[config.mk]
export PLATFORM = sky130hd
export DESIGN_NAME = bsse_mem
export DESIGN_NICKNAME = d
export VERILOG_FILES = /design/src/hw/rtl/bsse_pkg.sv /design/src/hw/rtl/bsse_mem.sv
export SDC_FILE = /design/constraint.sdc
export NUM_CORES = 2
export LEC_CHECK = 0
export BUFFER_PORTS_ARGS = -buffer_cell sky130_fd_sc_hd__buf_2
export CELL_PAD_IN_SITES_DETAIL_PLACEMENT = 1
export CELL_PAD_IN_SITES_GLOBAL_PLACEMENT = 2
export CORE_MARGIN = 3
export CORE_UTILIZATION = 50
export CTS_BUF_LIST = sky130_fd_sc_hd__clkbuf_2
export DETAILED_ROUTE_END_ITERATION = 8
export MAX_ROUTING_LAYER = met4
export PLACE_DENSITY = 0.74
export SLEW_MARGIN = 20
export SYNTH_ARGS = -nofsm -noshare
export SYNTH_HDL_FRONTEND = slang
export SYNTH_SLANG_ARGS = --single-unit
[constraint.sdc]
create_clock -name clk -period 9.3 [get_ports clk]
set_input_delay 1.86 -clock clk [delete_from_list [all_inputs] [get_ports clk]]
set_output_delay 1.86 -clock clk [all_outputs]
set_load 0.005 [all_outputs]
[src/hw/rtl/bsse_pkg.sv]
package bsse_pkg;

  // Geometry of the bit vector.
  localparam int CAPACITY_BITS = 4096;
  localparam int WORD_BITS     = 64;
  localparam int NUM_WORDS     = CAPACITY_BITS / WORD_BITS;
  localparam int WADDR_W       = $clog2(NUM_WORDS);
  localparam int BSEL_W        = $clog2(WORD_BITS);
  localparam int IDX_W         = 13;
  localparam int POS_W         = 12;
  localparam int CNT_W         = 13;
  localparam int POP_W         = $clog2(WORD_BITS + 1);

  typedef logic [WORD_BITS-1:0] word_t;

  // Operation codes carried by an input transfer.
  typedef enum logic [3:0] {
    OP_TEST      = 4'd0,
    OP_SET       = 4'd1,
    OP_CLEAR     = 4'd2,
    OP_NEXT      = 4'd3,
    OP_PREV      = 4'd4,
    OP_COUNT     = 4'd5,
    OP_CLEAR_ALL = 4'd6,
    OP_SET_ALL   = 4'd7,
    OP_SET_SIZE  = 4'd8
  } op_e;

  // Result status codes.
  typedef enum logic [1:0] {
    ST_OK    = 2'd0,
    ST_NONE  = 2'd1,
    ST_RANGE = 2'd2
  } status_e;

  typedef struct packed {
    logic [3:0]       operation;
    logic [IDX_W-1:0] bit_index;
  } in_t;

  typedef struct packed {
    logic [1:0]       status;
    logic             bit_value;
    logic [POS_W-1:0] position;
    logic [CNT_W-1:0] set_count;
  } out_t;

  // Request from the sequencer to the word store.
  typedef struct packed {
    logic               rd_en;
    logic [WADDR_W-1:0] rd_addr;
    logic               wr_en;
    logic [WADDR_W-1:0] wr_addr;
    word_t              wr_data;
    logic               inv_all;
    logic               inv_above;
    logic [WADDR_W-1:0] inv_addr;
  } mem_req_t;

  // Bit window handed to the shared word unit.
  typedef struct packed {
    logic [BSEL_W-1:0] lo_bit;
    logic [BSEL_W-1:0] hi_bit;
  } wu_req_t;

  // What the word unit finds inside the window.
  typedef struct packed {
    logic              hit;
    logic [BSEL_W-1:0] first;
    logic [BSEL_W-1:0] last;
    logic [POP_W-1:0]  ones;
  } wu_rsp_t;

  // Population count of one word by pairwise folding of bit fields.
  function automatic logic [POP_W-1:0] pop_word(input word_t w);
    word_t x;
    x = w - ((w >> 1) & {2{32'h55555555}});
    x = (x & {2{32'h33333333}}) + ((x >> 2) & {2{32'h33333333}});
    x = (x + (x >> 4)) & {2{32'h0F0F0F0F}};
    x = x + (x >> 8);
    x = x + (x >> 16);
    x = x + (x >> 32);
    return x[POP_W-1:0];
  endfunction

endpackage

[src/hw/rtl/bsse_mem.sv]
module bsse_mem (
  input  logic               clk,
  input  logic               rst_n,
  input  bsse_pkg::mem_req_t req,
  output bsse_pkg::word_t    rd_data
);
  import bsse_pkg::*;

  word_t                mem_r [NUM_WORDS];
  logic [NUM_WORDS-1:0] valid_r;
  word_t                q_r;
  logic                 q_valid_r;

  // Word storage with one write port and one registered read port.
  always_ff @(posedge clk) begin
    if (req.wr_en) begin
      mem_r[req.wr_addr] <= req.wr_data;
    end
    if (req.rd_en) begin
      q_r <= mem_r[req.rd_addr];
    end
  end

  // Per-word valid bits: a word that is not valid reads as zero.
  always_ff @(posedge clk) begin
    if (!rst_n) begin
      valid_r   <= '0;
      q_valid_r <= 1'b0;
    end else begin
      if (req.inv_all) begin
        valid_r <= '0;
      end else if (req.inv_above) begin
        for (int w = 0; w < NUM_WORDS; w++) begin
          if (WADDR_W'(w) > req.inv_addr) begin
            valid_r[w] <= 1'b0;
          end
        end
      end
      if (req.wr_en) begin
        valid_r[req.wr_addr] <= 1'b1;
      end
      if (req.rd_en) begin
        q_valid_r <= valid_r[req.rd_addr];
      end
    end
  end

  assign rd_data = q_valid_r ? q_r : '0;

endmodule

### Yosys cells after proc, flatten, opt, wreduce, memory -nomap -nowiden

Memories as Yosys holds them, arrays and structs flattened. A register that Yosys moved wholly into a read port is not among the register bits.
Index checks and enable logic that the tools add are counted.

| word-level totals | value |
|---|---|
| flip-flop bits (word level) | 65 |
| bits in writable memories | 4,096 |
| input port bits | 88 |
| output and inout bits | 64 |
| word-level logic and storage cells | 147 |
| memories | 1 |

| operators by class | value |
|---|---|
| magnitude comparators | 67 |
| muxes and demuxes | 75 |
| bitwise gates (word level) | 1 |
| reductions and logical operators | 1 |

Memory list:

| name | words | width | read ports | clocked after memory_dff | wr ports | line | source |
|---|---|---|---|---|---|---|---|
| mem_r | 64 | 64 | 1 | 1 | 1 | bsse_mem.sv:9 | `word_t mem_r [NUM_WORDS];` |

Operator list:

| cell | number |
|---|---|
| 64-bit 2-to-1 mux | 5 |
| 6-bit > comparator (first input constant) | 32 |
| 5-bit by 6-bit > comparator with 1-bit output (first input constant) | 16 |
| 1-bit 2-to-1 mux | 68 |
| 64-bit bitwise OR | 1 |
| 4-bit by 6-bit > comparator with 1-bit output (first input constant) | 8 |
| 3-bit by 6-bit > comparator with 1-bit output (first input constant) | 4 |
| 6-bit by 7-bit less-than comparator with 1-bit output (second input constant) | 2 |
| 1-bit by 6-bit > comparator with 1-bit output (first input constant) | 2 |
| 2-bit by 6-bit > comparator with 1-bit output (first input constant) | 2 |
| 1-bit binary-select mux with 6-bit select | 1 |
| 1-bit demux with 6-bit select | 1 |
| 6-bit by 1-bit >= comparator with 1-bit output (second input constant) | 1 |
| 1-bit logical AND | 1 |

### Logic depth before layout (Yosys ltp)

| logic depth | value |
|---|---|
| depth in word-level cells | 7 |
| gate-level depth with buffers | 9 |
| mapped depth without buffers | 5 |

### Worst setup path after synthesis

Ideal clock, no wire load.

| timing | value |
|---|---|
| path kind | input port to flip-flop |
| start point | input port req[74] (netlist name) |
| end point | memory mem_r[20][0] (netlist name) (enable) |
| library setup time | 0.488 ns |
| arrival | 5.568 ns |
| data required time | 8.812 ns |
| slack | 3.244 ns |
| stages | 4 |
| path buffers | 1 |
| cell sequence | clkbuf_1 > or3b_2 > or2_1 > nor2_1 |

RTL lines:

| element | line | source |
|---|---|---|
| start, declared | bsse_mem.sv:4 | `input bsse_pkg::mem_req_t req,` |
| end, declared | bsse_mem.sv:9 |  |

No word-level cell before the write port.

### Worst setup path after layout

| timing | value |
|---|---|
| start point | register q_valid_r |
| end point | output port rd_data[6] |

| between the ends | value |
|---|---|
| longest elaborated chain between the ends | 1 |

Ends and longest elaborated chain:

| element | line | source |
|---|---|---|
| start, declared | bsse_mem.sv:12 | `logic q_valid_r;` |
| start signal, assigned | bsse_mem.sv:43 | `q_valid_r <= valid_r[req.rd_addr];` |
| 64-bit 2-to-1 mux | bsse_mem.sv:48 | `assign rd_data = q_valid_r ? q_r : '0;` |
| end, declared | bsse_mem.sv:5 | `output bsse_pkg::word_t rd_data` |

No other way between the ends.

==> results.sh <==
export IMPL_yosysUniqueCellTypes=41
export IMPL_r2r_end="q_r[2]$_DFFE_PP_"
export IMPL_gr_total_overflow=0
export IMPL_drc=0
export IMPL_ys_ff_latch=4225
export IMPL_numCtsBuffers=1114
export IMPL_ys_warn_count=0
export IMPL_clockBufferDepth=5
export IMPL_synthCells=6366
export IMPL_end_kind="output pin"
export IMPL_p_leak_nw=56.2
export IMPL_drv_cap=0
export IMPL_p_per_area_nw_per_um2=197
export IMPL_ys_flop_type="edfxtp_1"
export IMPL_finClkSkew_ns=0.184
export IMPL_numPortBuffers=151
export IMPL_final_max_slew_viol_count=0
export IMPL_stdcell_count=12393
export IMPL_finalWeightedCongestion=0.753
export IMPL_yosysSeqAreaShare_pct=78.5
export IMPL_finalPower_mw=34.7
export IMPL_synth_area_um2=161000
export IMPL_startpoint="q_valid_r$_SDFFE_PN0P_"
export IMPL_grt_pass1_wl_um=643000
export IMPL_cts_resized=0
export IMPL_clk_pin_slew_ns=0.11
export IMPL_reg2reg_depth=3
export IMPL_grt_max_degree=141
export IMPL_worstReg2RegStart="mem_r[37][2]$_DFFE_PP_"
export IMPL_period_minus_slack_ns=6.08
export IMPL_hpwl_um=215000
export IMPL_worst_hold_path_type="in2reg"
export IMPL_crit_path_cell_trace="buf_4 -> and2_1 -> buf_2"
export IMPL_totalWireLength_um=458000
export IMPL_tightest_slew_ns=1.14
export IMPL_rsz0062_at_grt="no"
export IMPL_h_tree_depth=7
export IMPL_postRouteAntennaNets=0
export IMPL_wl_per_cell_um=37.0
export IMPL_seq_area_um2=126000
export IMPL_crit_slowest_cell="buf_4"
export IMPL_max_stage_delay_ns=0.78
export IMPL_viasPerCell=6.41
export IMPL_fmax_mhz=165
export IMPL_start_kind="flip-flop"
export IMPL_start_util_pct=50.4
export IMPL_syn_num_nets=6454
export IMPL_postCtsHoldBufs=3
export IMPL_min_delay_start="req[70]"
export IMPL_fp_dieW_um=573
export IMPL_synthToLayoutAreaGrowth_pct=9.93
export IMPL_syn_avg_cell_area_um2=25.2
export IMPL_synth_enable_flop_cells=4160
export IMPL_reg2reg_slack_ns=6.92
export IMPL_ir_drop_uv=122
export IMPL_insertion_delay_ns=2.22
export IMPL_core_area_um2=319000
export IMPL_cp_top_family="buffers and inverters"
export IMPL_fin_crit_sh_pct=65.3
export IMPL_slew_headroom_pct=23.9
export IMPL_critPathRequiredTime_ns=7.44
export IMPL_setup_viol=0
export IMPL_antenna_found_initial=38
export IMPL_multiInputGateArea_um2=33500
export IMPL_whs_endpoint="mem_r[36][62]$_DFFE_PP_"
export IMPL_io_pins=152
export IMPL_tritoncts="built"
export IMPL_tns_ns=0
export IMPL_die_area_um2=328000
export IMPL_num_nets_final=7543
export IMPL_crit_buf_inv=2
export IMPL_status="finished, final reports clean"
export IMPL_dr_pass1_iters=5
export IMPL_async_flop_share_pct=0
export IMPL_die_h_um=573
export IMPL_num_rows=207
export IMPL_hold_viol=0
export IMPL_groute_usage_overall_pct=29.2
export IMPL_n_fill_cell=27518
export IMPL_crit_arrival_ns=4.22
export IMPL_cts_root_buffer="clkbuf_2"
export IMPL_vias=79497
export IMPL_cp_max_fo=50
export IMPL_crit_type="reg2out"
export IMPL_post_cts_setup_buffers=0
export IMPL_first_global_vias=83745
export IMPL_layout_drive_gt1_share_pct=41.0
export IMPL_holdPathStages=1
export IMPL_place_inst=10616
export IMPL_clock_sinks=4225
export IMPL_drtIter0Drc=11030
==> where the power goes <==
part | internal [mW] | leakage, nW | switching (mW)
clock network | 4.56 | 6.85 | 7.29
logic | 0.743 | 11.3 | 1.00
registers | 21.1 | 38.0 | 0.0659
total | 26.4 | 56.2 | 8.35
==> worst max path at each step <==
stage,endpoint,slack (ns),depth (start not counted)
global route,rd_data[6],2.83,3
detailed placement,q_r[60]$_DFFE_PP_,3.70,5
CTS,rd_data[6],2.79,3
finish,rd_data[6],3.22,3
global placement,q_r[61]$_DFFE_PP_,3.75,5
floorplan,mem_r[20][0]$_DFFE_PP_,3.24,4
==> registers in the layout, summed over array words and instances (netlist names) <==
register / cells
mem_r: 4096
q_r: 64
q_valid_r: 1
valid_r: 64
==> cells in the final DEF, fill, tap and decap left out, drive strengths merged, types with 3 or more instances in the layout <==
| cell type | Yosys | final |
|---|---|---|
| nand4 | 3 | 3 |
| or3b | 3 | 3 |
| bufinv | 0 | 10 |
| or3 | 4 | 4 |
| and3 | 4 | 4 |
| dfxtp | 65 | 65 |
| dlygate4sd3 | 0 | 5 |
| or2 | 11 | 11 |
| nor3 | 4 | 4 |
| inv | 7 | 36 |
| o311a | 5 | 5 |
| mux4 | 1356 | 1356 |
| a21o | 3 | 3 |
| nand2 | 26 | 26 |
| nor3b | 13 | 13 |
| and2 | 66 | 66 |
| nand2b | 6 | 6 |
| nor2 | 81 | 81 |
| nand3b | 5 | 5 |
| buf | 130 | 319 |
| and3b | 5 | 5 |
| nand3 | 15 | 15 |
| nor2b | 36 | 36 |
| diode | 0 | 34 |
| clkinv | 0 | 198 |
| edfxtp | 4160 | 4160 |
| clkbuf | 221 | 1499 |
| a21oi | 24 | 24 |
| o21ai | 24 | 24 |
| o21a | 31 | 31 |
| a31oi | 32 | 32 |
| mux2i | 8 | 8 |
| o211a | 5 | 5 |
==> cells by family after synthesis <==
family	synth area share, %
xor gates and xnor gates	0.00545
and+or+nand+nor	0.964
DFF	78.5
muxes	19.1
AOI/OAI and AO/OA	0.537
buffers and inverters	0.902
==> Yosys cell counts (all sizes together), types with 3 or more instances <==
| cell type | count | area (um^2) |
|---|---|---|
| nand2 | 26 | 97.6 |
| a31oi | 32 | 200 |
| and3 | 4 | 25.0 |
| clkbuf | 221 | 830 |
| nor3b | 13 | 97.6 |
| mux2i | 8 | 80.1 |
| nor3 | 4 | 20.0 |
| nand3b | 5 | 37.5 |
| nand2b | 6 | 37.5 |
| or3b | 3 | 26.3 |
| and2 | 66 | 413 |
| mux4 | 1356 | 30500 |
| nor2b | 36 | 225 |
| inv | 7 | 26.3 |
| edfxtp | 4160 | 125000 |
| or2 | 11 | 68.8 |
| nand4 | 3 | 18.8 |
| a21o | 3 | 22.5 |
| nor2 | 81 | 304 |
| nand3 | 15 | 75.1 |
| and3b | 5 | 43.8 |
| o21ai | 24 | 120 |
| or3 | 4 | 25.0 |
| dfxtp | 65 | 1300 |
| o311a | 5 | 50.1 |
| o21a | 31 | 233 |
| buf | 130 | 593 |
| a21oi | 24 | 120 |
| o211a | 5 | 50.1 |
==> per-stage QoR <==
stage,worst slack [ns],cell area (um^2),hold WS [ns],util [%]
6_report,3.22,177000,0.266,55.4
4_1_cts,2.79,176000,0.000466,55.3
3_5_place_dp,3.70,168000,0.511,52.6
3_3_place_gp,3.75,168000,0.490,52.6
5_1_grt,2.83,177000,0.000616,55.4
2_1_floorplan,3.24,161000,0.474,-
==> layer usage <==
metal	track usage [%]	wire [um]
met5	-	0
met4	10.1	12200
met3	6.02	42100
met2	46.2	231000
met1	38.2	173000
==> final cells by class <==
cell class	instances	share of cell area, %
diodes	34	0.0482
clock buffers	1499	4.25
clock inverters	237	0.668
inverters	7	0.0149
multi-input cells	1783	19.0
flip-flops and latches	4225	71.4
well taps	4284	3.03
repair buffers	324	1.57
No activity file was read; power rests on OpenSTA's default activity.
