### src/hw/rtl/bsse_pkg.sv
package bsse_pkg;

  // Geometry of the bit vector.
  localparam int CAPACITY_BITS = 4096;
  localparam int WORD_BITS     = 64;
  localparam int NUM_WORDS     = CAPACITY_BITS / WORD_BITS;
  localparam int WADDR_W       = $clog2(NUM_WORDS);
  localparam int BSEL_W        = $clog2(WORD_BITS);
  localparam int IDX_W         = 13;
  localparam int POS_W         = 12;
  localparam int CNT_W         = 13;
  localparam int POP_W         = $clog2(WORD_BITS + 1);

  typedef logic [WORD_BITS-1:0] word_t;

  // Operation codes carried by an input transfer.
  typedef enum logic [3:0] {
    OP_TEST      = 4'd0,
    OP_SET       = 4'd1,
    OP_CLEAR     = 4'd2,
    OP_NEXT      = 4'd3,
    OP_PREV      = 4'd4,
    OP_COUNT     = 4'd5,
    OP_CLEAR_ALL = 4'd6,
    OP_SET_ALL   = 4'd7,
    OP_SET_SIZE  = 4'd8
  } op_e;

  // Result status codes.
  typedef enum logic [1:0] {
    ST_OK    = 2'd0,
    ST_NONE  = 2'd1,
    ST_RANGE = 2'd2
  } status_e;

  typedef struct packed {
    logic [3:0]       operation;
    logic [IDX_W-1:0] bit_index;
  } in_t;

  typedef struct packed {
    logic [1:0]       status;
    logic             bit_value;
    logic [POS_W-1:0] position;
    logic [CNT_W-1:0] set_count;
  } out_t;

  // Request from the sequencer to the word store.
  typedef struct packed {
    logic               rd_en;
    logic [WADDR_W-1:0] rd_addr;
    logic               wr_en;
    logic [WADDR_W-1:0] wr_addr;
    word_t              wr_data;
    logic               inv_all;
    logic               inv_above;
    logic [WADDR_W-1:0] inv_addr;
  } mem_req_t;

  // Bit window handed to the shared word unit.
  typedef struct packed {
    logic [BSEL_W-1:0] lo_bit;
    logic [BSEL_W-1:0] hi_bit;
  } wu_req_t;

  // What the word unit finds inside the window.
  typedef struct packed {
    logic              hit;
    logic [BSEL_W-1:0] first;
    logic [BSEL_W-1:0] last;
    logic [POP_W-1:0]  ones;
  } wu_rsp_t;

  // Population count of one word by pairwise folding of bit fields.
  function automatic logic [POP_W-1:0] pop_word(input word_t w);
    word_t x;
    x = w - ((w >> 1) & {2{32'h55555555}});
    x = (x & {2{32'h33333333}}) + ((x >> 2) & {2{32'h33333333}});
    x = (x + (x >> 4)) & {2{32'h0F0F0F0F}};
    x = x + (x >> 8);
    x = x + (x >> 16);
    x = x + (x >> 32);
    return x[POP_W-1:0];
  endfunction

endpackage

### src/hw/rtl/bsse_word_unit.sv
module bsse_word_unit (
  input  bsse_pkg::word_t   word,
  input  bsse_pkg::wu_req_t req,
  output bsse_pkg::wu_rsp_t rsp
);
  import bsse_pkg::*;

  word_t lo_mask;
  word_t hi_mask;
  word_t masked;

  // Keep only the bits inside the requested window.
  assign lo_mask = {WORD_BITS{1'b1}} << req.lo_bit;
  assign hi_mask = {WORD_BITS{1'b1}} >> (BSEL_W'(WORD_BITS - 1) - req.hi_bit);
  assign masked  = word & lo_mask & hi_mask;

  // Lowest and highest set bit, any-hit flag and population count.
  always_comb begin
    rsp.first = '0;
    rsp.last  = '0;
    for (int i = WORD_BITS - 1; i >= 0; i--) begin
      if (masked[i]) begin
        rsp.first = BSEL_W'(i);
      end
    end
    for (int i = 0; i < WORD_BITS; i++) begin
      if (masked[i]) begin
        rsp.last = BSEL_W'(i);
      end
    end
    rsp.hit  = |masked;
    rsp.ones = pop_word(masked);
  end

endmodule

### config.mk
export PLATFORM = sky130hd
export DESIGN_NAME = bsse_word_unit
export DESIGN_NICKNAME = d
export VERILOG_FILES = /design/src/hw/rtl/bsse_pkg.sv /design/src/hw/rtl/bsse_word_unit.sv
export SDC_FILE = /design/constraint.sdc
export NUM_CORES = 1
export LEC_CHECK = 0
export BUFFER_PORTS_ARGS = -buffer_cell sky130_fd_sc_hd__buf_4
export CAP_MARGIN = 20
export CORE_AREA = 2 2 128 130
export DETAILED_ROUTE_END_ITERATION = 6
export DIE_AREA = 0 0 130 132
export PLACE_DENSITY = 0.79
export SYNTH_ARGS = -nofsm -noshare
export SYNTH_HDL_FRONTEND = slang
export SYNTH_SLANG_ARGS = --single-unit
### constraint.sdc
create_clock -name vclk -period 12.3
set_input_delay 2.46 -clock vclk [all_inputs]
set_output_delay 2.46 -clock vclk [all_outputs]
set_load 0.005 [all_outputs]
Yosys cells after proc, flatten, opt, wreduce, memory -nomap -nowiden:

Cells that the tools add are included.

* bits in registers: 0
* latch bits: 0
* bits in writable memories: 0
* bits in read-only memories: 0
* input port bits: 76
* output and inout bits: 20
* word-level logic and storage cells: 139
* memories kept: 0

* add/subtract/negate cells: 7
* multipliers: 0
* div/mod/pow operators: 0
* magnitude comparators: 0
* equal/unequal tests: 0
* shift operators: 2
* mux-type cells: 127
* bitwise operators: 2
* reduce and logical (&&, ||, !) cells: 1

Operators with widths (count)
* two-way mux 6 bit: 126
* AND 64 bit: 2
* OR reduction 64 bit: 1
* left shift 64 x 6 -> 64 bit, first input constant: 1
* right shift 64 x 6 -> 64 bit, first input constant: 1
* subtractor 64 x 63 -> 64 bit: 1
* adder 62 x 62 -> 63 bit: 1
* adder 60 x 59 -> 60 bit: 1
* adder 52 x 52 -> 53 bit: 1
* adder 39 x 37 -> 39 bit: 1
* adder 7 bit: 1
* subtractor 6 bit, first input constant: 1
* two-way mux 1 bit: 1

Longest topological paths before layout:

Gate-level depths: netlist (run 1).

* depth after elaboration: 67
* mapped depth: 31
* mapped depth without buffers: 29

Least setup slack after synthesis (run 1):

Ideal clock, no wire load.

* kind: input to output
* from: input port req[5] (netlist name)
* to: output port rsp[6] (netlist name)
* data arrival time: 9.540 ns
* required time: 9.840 ns
* path slack: 0.300 ns
* stages: 29
* buffers on the path: 4
* path through: buf_6 -> clkbuf_1 -> clkbuf_1 -> clkbuf_1 -> o211ai_1 -> a21o_1 -> ha_1 -> nor2b_1 -> a311o_1 -> a221o_1 -> or4b_2 -> nor3_1 -> nor2_1 -> a211oi_1 -> nor2_1 -> a31oi_1 -> xor2_1 -> ha_1 -> fa_1 -> fa_1 -> fa_1 -> fa_1 -> inv_1 -> fa_1 -> inv_1 -> a21oi_1 -> o21bai_1 -> a21o_1 -> a21o_1

RTL lines
* start: declaration: line bsse_word_unit.sv:3 `input bsse_pkg::wu_req_t req,`
* end: declaration: line bsse_word_unit.sv:4 `output bsse_pkg::wu_rsp_t rsp`

==> results.json, run 1 <==
{
  "synth_top_area_share": 0.238,
  "grt_pass1_wl_um": 50400,
  "synth_area_leaders": "ha_1 (24%), fa_1 (7.1%), xnor2_1 (5.8%)",
  "port_buffers": 96,
  "grt_pass1_vias": 9635,
  "synth_cells": 1216,
  "n_antenna_cell": 0,
  "synthMuxAreaShare": 0.00114,
  "start_util": 0.559,
  "synth_top_family_by_area": "compound AO/OA/AOI/OAI gates",
  "drc": 2,
  "io-pin-count": 96,
  "cts_hold_buf": 0,
  "synth_compound_area_frac": 0.310,
  "layout_setup_ws_ns": 0.231,
  "fp.coreArea_um2": 15700,
  "fin_area_um2": 10700,
  "drive_gt1_frac": 0.205,
  "cpPeakStageDelay_ns": 0.61,
  "vias_per_cell": 6.47,
  "startpoint": "req[9]",
  "worst_pin_slew_ns": 0.890,
  "synthesis.nets": 1490,
  "worstSetupEndpointType": "output port",
  "synth_cell_types": 83,
  "antenna_found_initial": 0,
  "place_area_um2": 10500,
  "yosysWarnings": 0,
  "slew_violations": 0,
  "drt_iter0_drc": 1442,
  "min_from": "word[63]",
  "fin_nets": 1670,
  "utilization": 0.680,
  "drv_cap": 0,
  "fp-row-count": 46,
  "synth_area_um2": 8790,
  "violations": "design-rule violations",
  "synthToLayoutAreaGrowth_pct": 21.6,
  "final_cell_mix": "buf_4 (215), ha_1 (162), inv_1 (104)",
  "dieWidth_um": 130,
  "place_ws_ns": -0.126,
  "ys_seq_area_frac": 0,
  "crit_top_cell": "buf_4",
  "critPathRequiredTime_ns": 9.84,
  "clock.fmax_mhz": 82.9,
  "slew-limit-headroom": 0.406,
  "finalCritPeriodShare": 0.981,
  "vias": 10418,
  "detail-route-antenna-nets": 0,
  "min_path_type": "in2out",
  "clockBufferCount": 0,
  "critPathKind": "in2out",
  "grt_max_degree": 26,
  "hold_depth": 6,
  "synthSimpleGateAreaFrac": 0.234,
  "min_period_ns": 12.07,
  "final-setup-viol-count": 0,
  "start_kind": "primary input",
  "routed_wl_um": 32500,
  "first_pass_iters": 7,
  "ff_latch_area_um2": 0,
  "post_synth.cell_area_avg_um2": 7.23,
  "grt-ovfl-total": 0,
  "yosysTopAreaCell": "ha_1",
  "place_hpwl_um": 28000,
  "die-area_um2": 17200,
  "slowest_stage": "fa_2",
  "gp_congestion": 1.08,
  "wl_per_cell_um": 20.2,
  "status": "finished, violations left",
  "crit_arrival_ns": 9.61,
  "min_delay_worst_endpoint": "rsp[7]",
  "synth-xor-area-share": 0.0827,
  "seq_cells": 0,
  "grtUsageTotal": 0.367,
  "final_common_cell": "buf_4",
  "synth_fa_ha_area_frac": 0.308,
  "cp_max_fo": 11,
  "die_y_um": 132,
  "final_hold_viol_count": 0
}
## critical path: cells and delay by family
family / cells / cell delay (ns)
adder cells (fa/ha/maj): 7 / 2.61
AO/OA/AOI/OAI: 9 / 2.09
XOR/XNOR: 2 / 0.25
AND/OR/NAND/NOR: 6 / 1.29
buffers and inverters: 7 / 0.88
## cell usage after synthesis (all sizes together) (10+ instances only)
| library cell | number |
|---|---|
| a21o | 50 |
| nor4 | 11 |
| xnor2 | 58 |
| nor3 | 24 |
| and3 | 10 |
| o21ai | 80 |
| o31ai | 10 |
| o211ai | 19 |
| a21oi | 74 |
| o2111ai | 24 |
| inv | 105 |
| fa | 31 |
| or3 | 13 |
| a31oi | 13 |
| nor2b | 12 |
| clkbuf | 28 |
| and2 | 19 |
| a211oi | 15 |
| xor2 | 25 |
| a21boi | 13 |
| nand3 | 44 |
| nand2 | 101 |
| nand4 | 17 |
| nand2b | 20 |
| o2111a | 10 |
| ha | 167 |
| buf | 10 |
| nor2 | 97 |
## routing by layer
layer,share of wire,routed length [um],track usage
met1,0.42,13500,0.517
met2,0.42,13600,0.558
met5,0,0,0
met3,0.11,3590,0.0471
met4,0.055,1790,0.160
## worst max-delay path by stage
stage	to	slack (ns)
5_1_grt	rsp[6]	-0.05
6_report	rsp[6]	0.23
3_5_place_dp	rsp[6]	-0.13
2_1_floorplan	rsp[6]	0.30
3_3_place_gp	rsp[6]	0.1
4_1_cts	rsp[6]	0.06
## stage by stage
stage / hold slack (ns) / cells / TNS [ns]
after floorplan: 5.22 / 1216 / 0
after global placement: 5.54 / 1608 / 0
after detailed placement: 5.54 / 1608 / -0.192
after CTS: 5.55 / 1608 / 0
after global routing: 5.62 / 1610 / -0.0535
final: 5.56 / 1610 / 0
## layout make-up
cell class | count | area [um2]
Fill cell | 1353 | 5020
Multi-Input combinational cell | 1073 | 8390
Tap cell | 216 | 270
Inverter | 105 | 394
Timing Repair Buffer | 216 | 1630
## repair_timing
item,CTS,global route
setup endpoints to repair,3,4
pin swaps,0,15
setup buffers,0,2
gates resized for setup,3,38
## kinds of logic after synthesis
kind of cell | after synthesis
buffers and inverters | 143
and+or+nand+nor | 408
adders and majority gates | 198
muxes | 1
AOI/OAI and AO/OA | 383
xor gates and xnor gates | 83
Power of run 1 is left out: the tool's default activity adds up to more than one toggle a clock period on the data nets, which glitch-free logic cannot reach.
==> run 2: changes to the inputs <==
--- a/config.mk
+++ b/config.mk
@@ -10,7 +10,7 @@
 export CORE_AREA = 2 2 128 130
 export DETAILED_ROUTE_END_ITERATION = 6
 export DIE_AREA = 0 0 130 132
-export PLACE_DENSITY = 0.79
+export PLACE_DENSITY = 0.88
 export SYNTH_ARGS = -nofsm -noshare
 export SYNTH_HDL_FRONTEND = slang
 export SYNTH_SLANG_ARGS = --single-unit
==> results.json, run 2 (synthesis results as in run 1) <==
{
  "fin_nets": 1666,
  "vias_per_cell": 6.58,
  "slew_violations": 0,
  "crit_arrival_ns": 9.63,
  "routed_wl_um": 32600,
  "drc": 8,
  "grt_pass1_vias": 10064,
  "setup-tns-final_ns": 0,
  "min_period_ns": 12.09,
  "grtUsageTotal": 0.366,
  "synthToLayoutAreaGrowth_pct": 20.9,
  "dieWidth_um": 130,
  "critPathRequiredTime_ns": 9.84,
  "gp_congestion": 1.11,
  "drt_iter0_drc": 1355,
  "worst_pin_slew_ns": 0.705,
  "place_hpwl_um": 27700,
  "detail-route-antenna-nets": 0,
  "io-pin-count": 96,
  "critPathKind": "in2out",
  "start_kind": "primary input",
  "final_cell_mix": "buf_4 (211), ha_1 (163), inv_1 (105)",
  "vias": 10565,
  "final_hold_viol_count": 0,
  "drv_cap": 0,
  "first_pass_iters": 7,
  "ff_latch_area_um2": 0,
  "grt-ovfl-total": 0,
  "cp_max_fo": 25,
  "fp.coreArea_um2": 15700,
  "antenna_found_initial": 0,
  "clock.fmax_mhz": 82.7,
  "seq_cells": 0,
  "final_common_cell": "buf_4",
  "grt_pass1_wl_um": 50500,
  "worstSetupEndpointType": "output port",
  "finalCritPeriodShare": 0.983,
  "drive_gt1_frac": 0.198,
  "violations": "design-rule violations",
  "wl_per_cell_um": 20.3,
  "port_buffers": 96,
  "clockBufferCount": 0,
  "slew-limit-headroom": 0.522,
  "fp-row-count": 46,
  "status": "finished, violations left",
  "utilization": 0.676,
  "hold_ws_ns": 5.62,
  "grt_max_degree": 26,
  "start_util": 0.559,
  "die-area_um2": 17200,
  "final-setup-viol-count": 0,
  "die_y_um": 132,
  "n_antenna_cell": 0,
  "min_path_type": "in2out"
}
[run 2: cell types whose count changed in the layout (fill, tap and decap cells not counted), moves of 2 or more]
cell / before / now
o41ai_2: 3 / 1
buf_4: 215 / 211
o21ai_1: 0 / 2
o41ai_1: 3 / 5
[run 2: final timing paths]
kind | from | endpoint | slack (ns) | depth (start not counted)
setup / recovery | req[1] | rsp[6] | 0.21 | 26
hold / removal | word[0] | rsp[13] | 5.62 | 5
[run 2: through the flow]
step                cell area (um2)  setup slack [ns]  instances
floorplan                      8790             0.300       1216
detailed placement            10500            -0.351       1603
finish                        10600             0.210       1606
global route                  10600          -0.00953       1606
CTS                           10500            0.0376       1603
global placement              10500            0.0289       1603
[run 2: per-layer routing]
| layer | wire (um) | part of all wire | global-route usage |
|---|---|---|---|
| met1 | 13000 | 0.40 | 0.495 |
| met3 | 3710 | 0.11 | 0.0483 |
| met4 | 1700 | 0.052 | 0.160 |
| met5 | 0 | 0 | 0 |
| met2 | 14200 | 0.44 | 0.577 |
[run 2: repair_timing]
item                                    CTS  global route
gates resized for setup                   7            29
endpoints found under the setup margin    5             5
buffers inserted                          0             3
hold buffers                              0             0
pin swaps                                 1            18
[run 2: critical path: stages]
cell,delay [ns]
buf_4,0.25
and2_1,0.28
a21oi_1,0.10
nor3b_1,0.48
inv_1,0.13
ha_1,0.33
or4_1,0.55
nor3b_1,0.37
nand3_1,0.13
nor2_1,0.19
o21ai_1,0.15
and2_1,0.20
o311ai_1,0.61
fa_2,0.60
fa_1,0.58
fa_2,0.48
ha_1,0.32
a21o_1,0.17
a21oi_2,0.17
xnor2_1,0.15
ha_1,0.28
inv_1,0.09
o21bai_2,0.08
a21o_1,0.17
a21o_1,0.17
buf_4,0.13
[run 2: final cells by class]
type	instances	area, um2
fill	1352	5080
inverter	105	394
multi-input combinational	1073	8370
tap	216	270
timing repair buffer	212	1600
Power of run 2 is left out for the same reason.
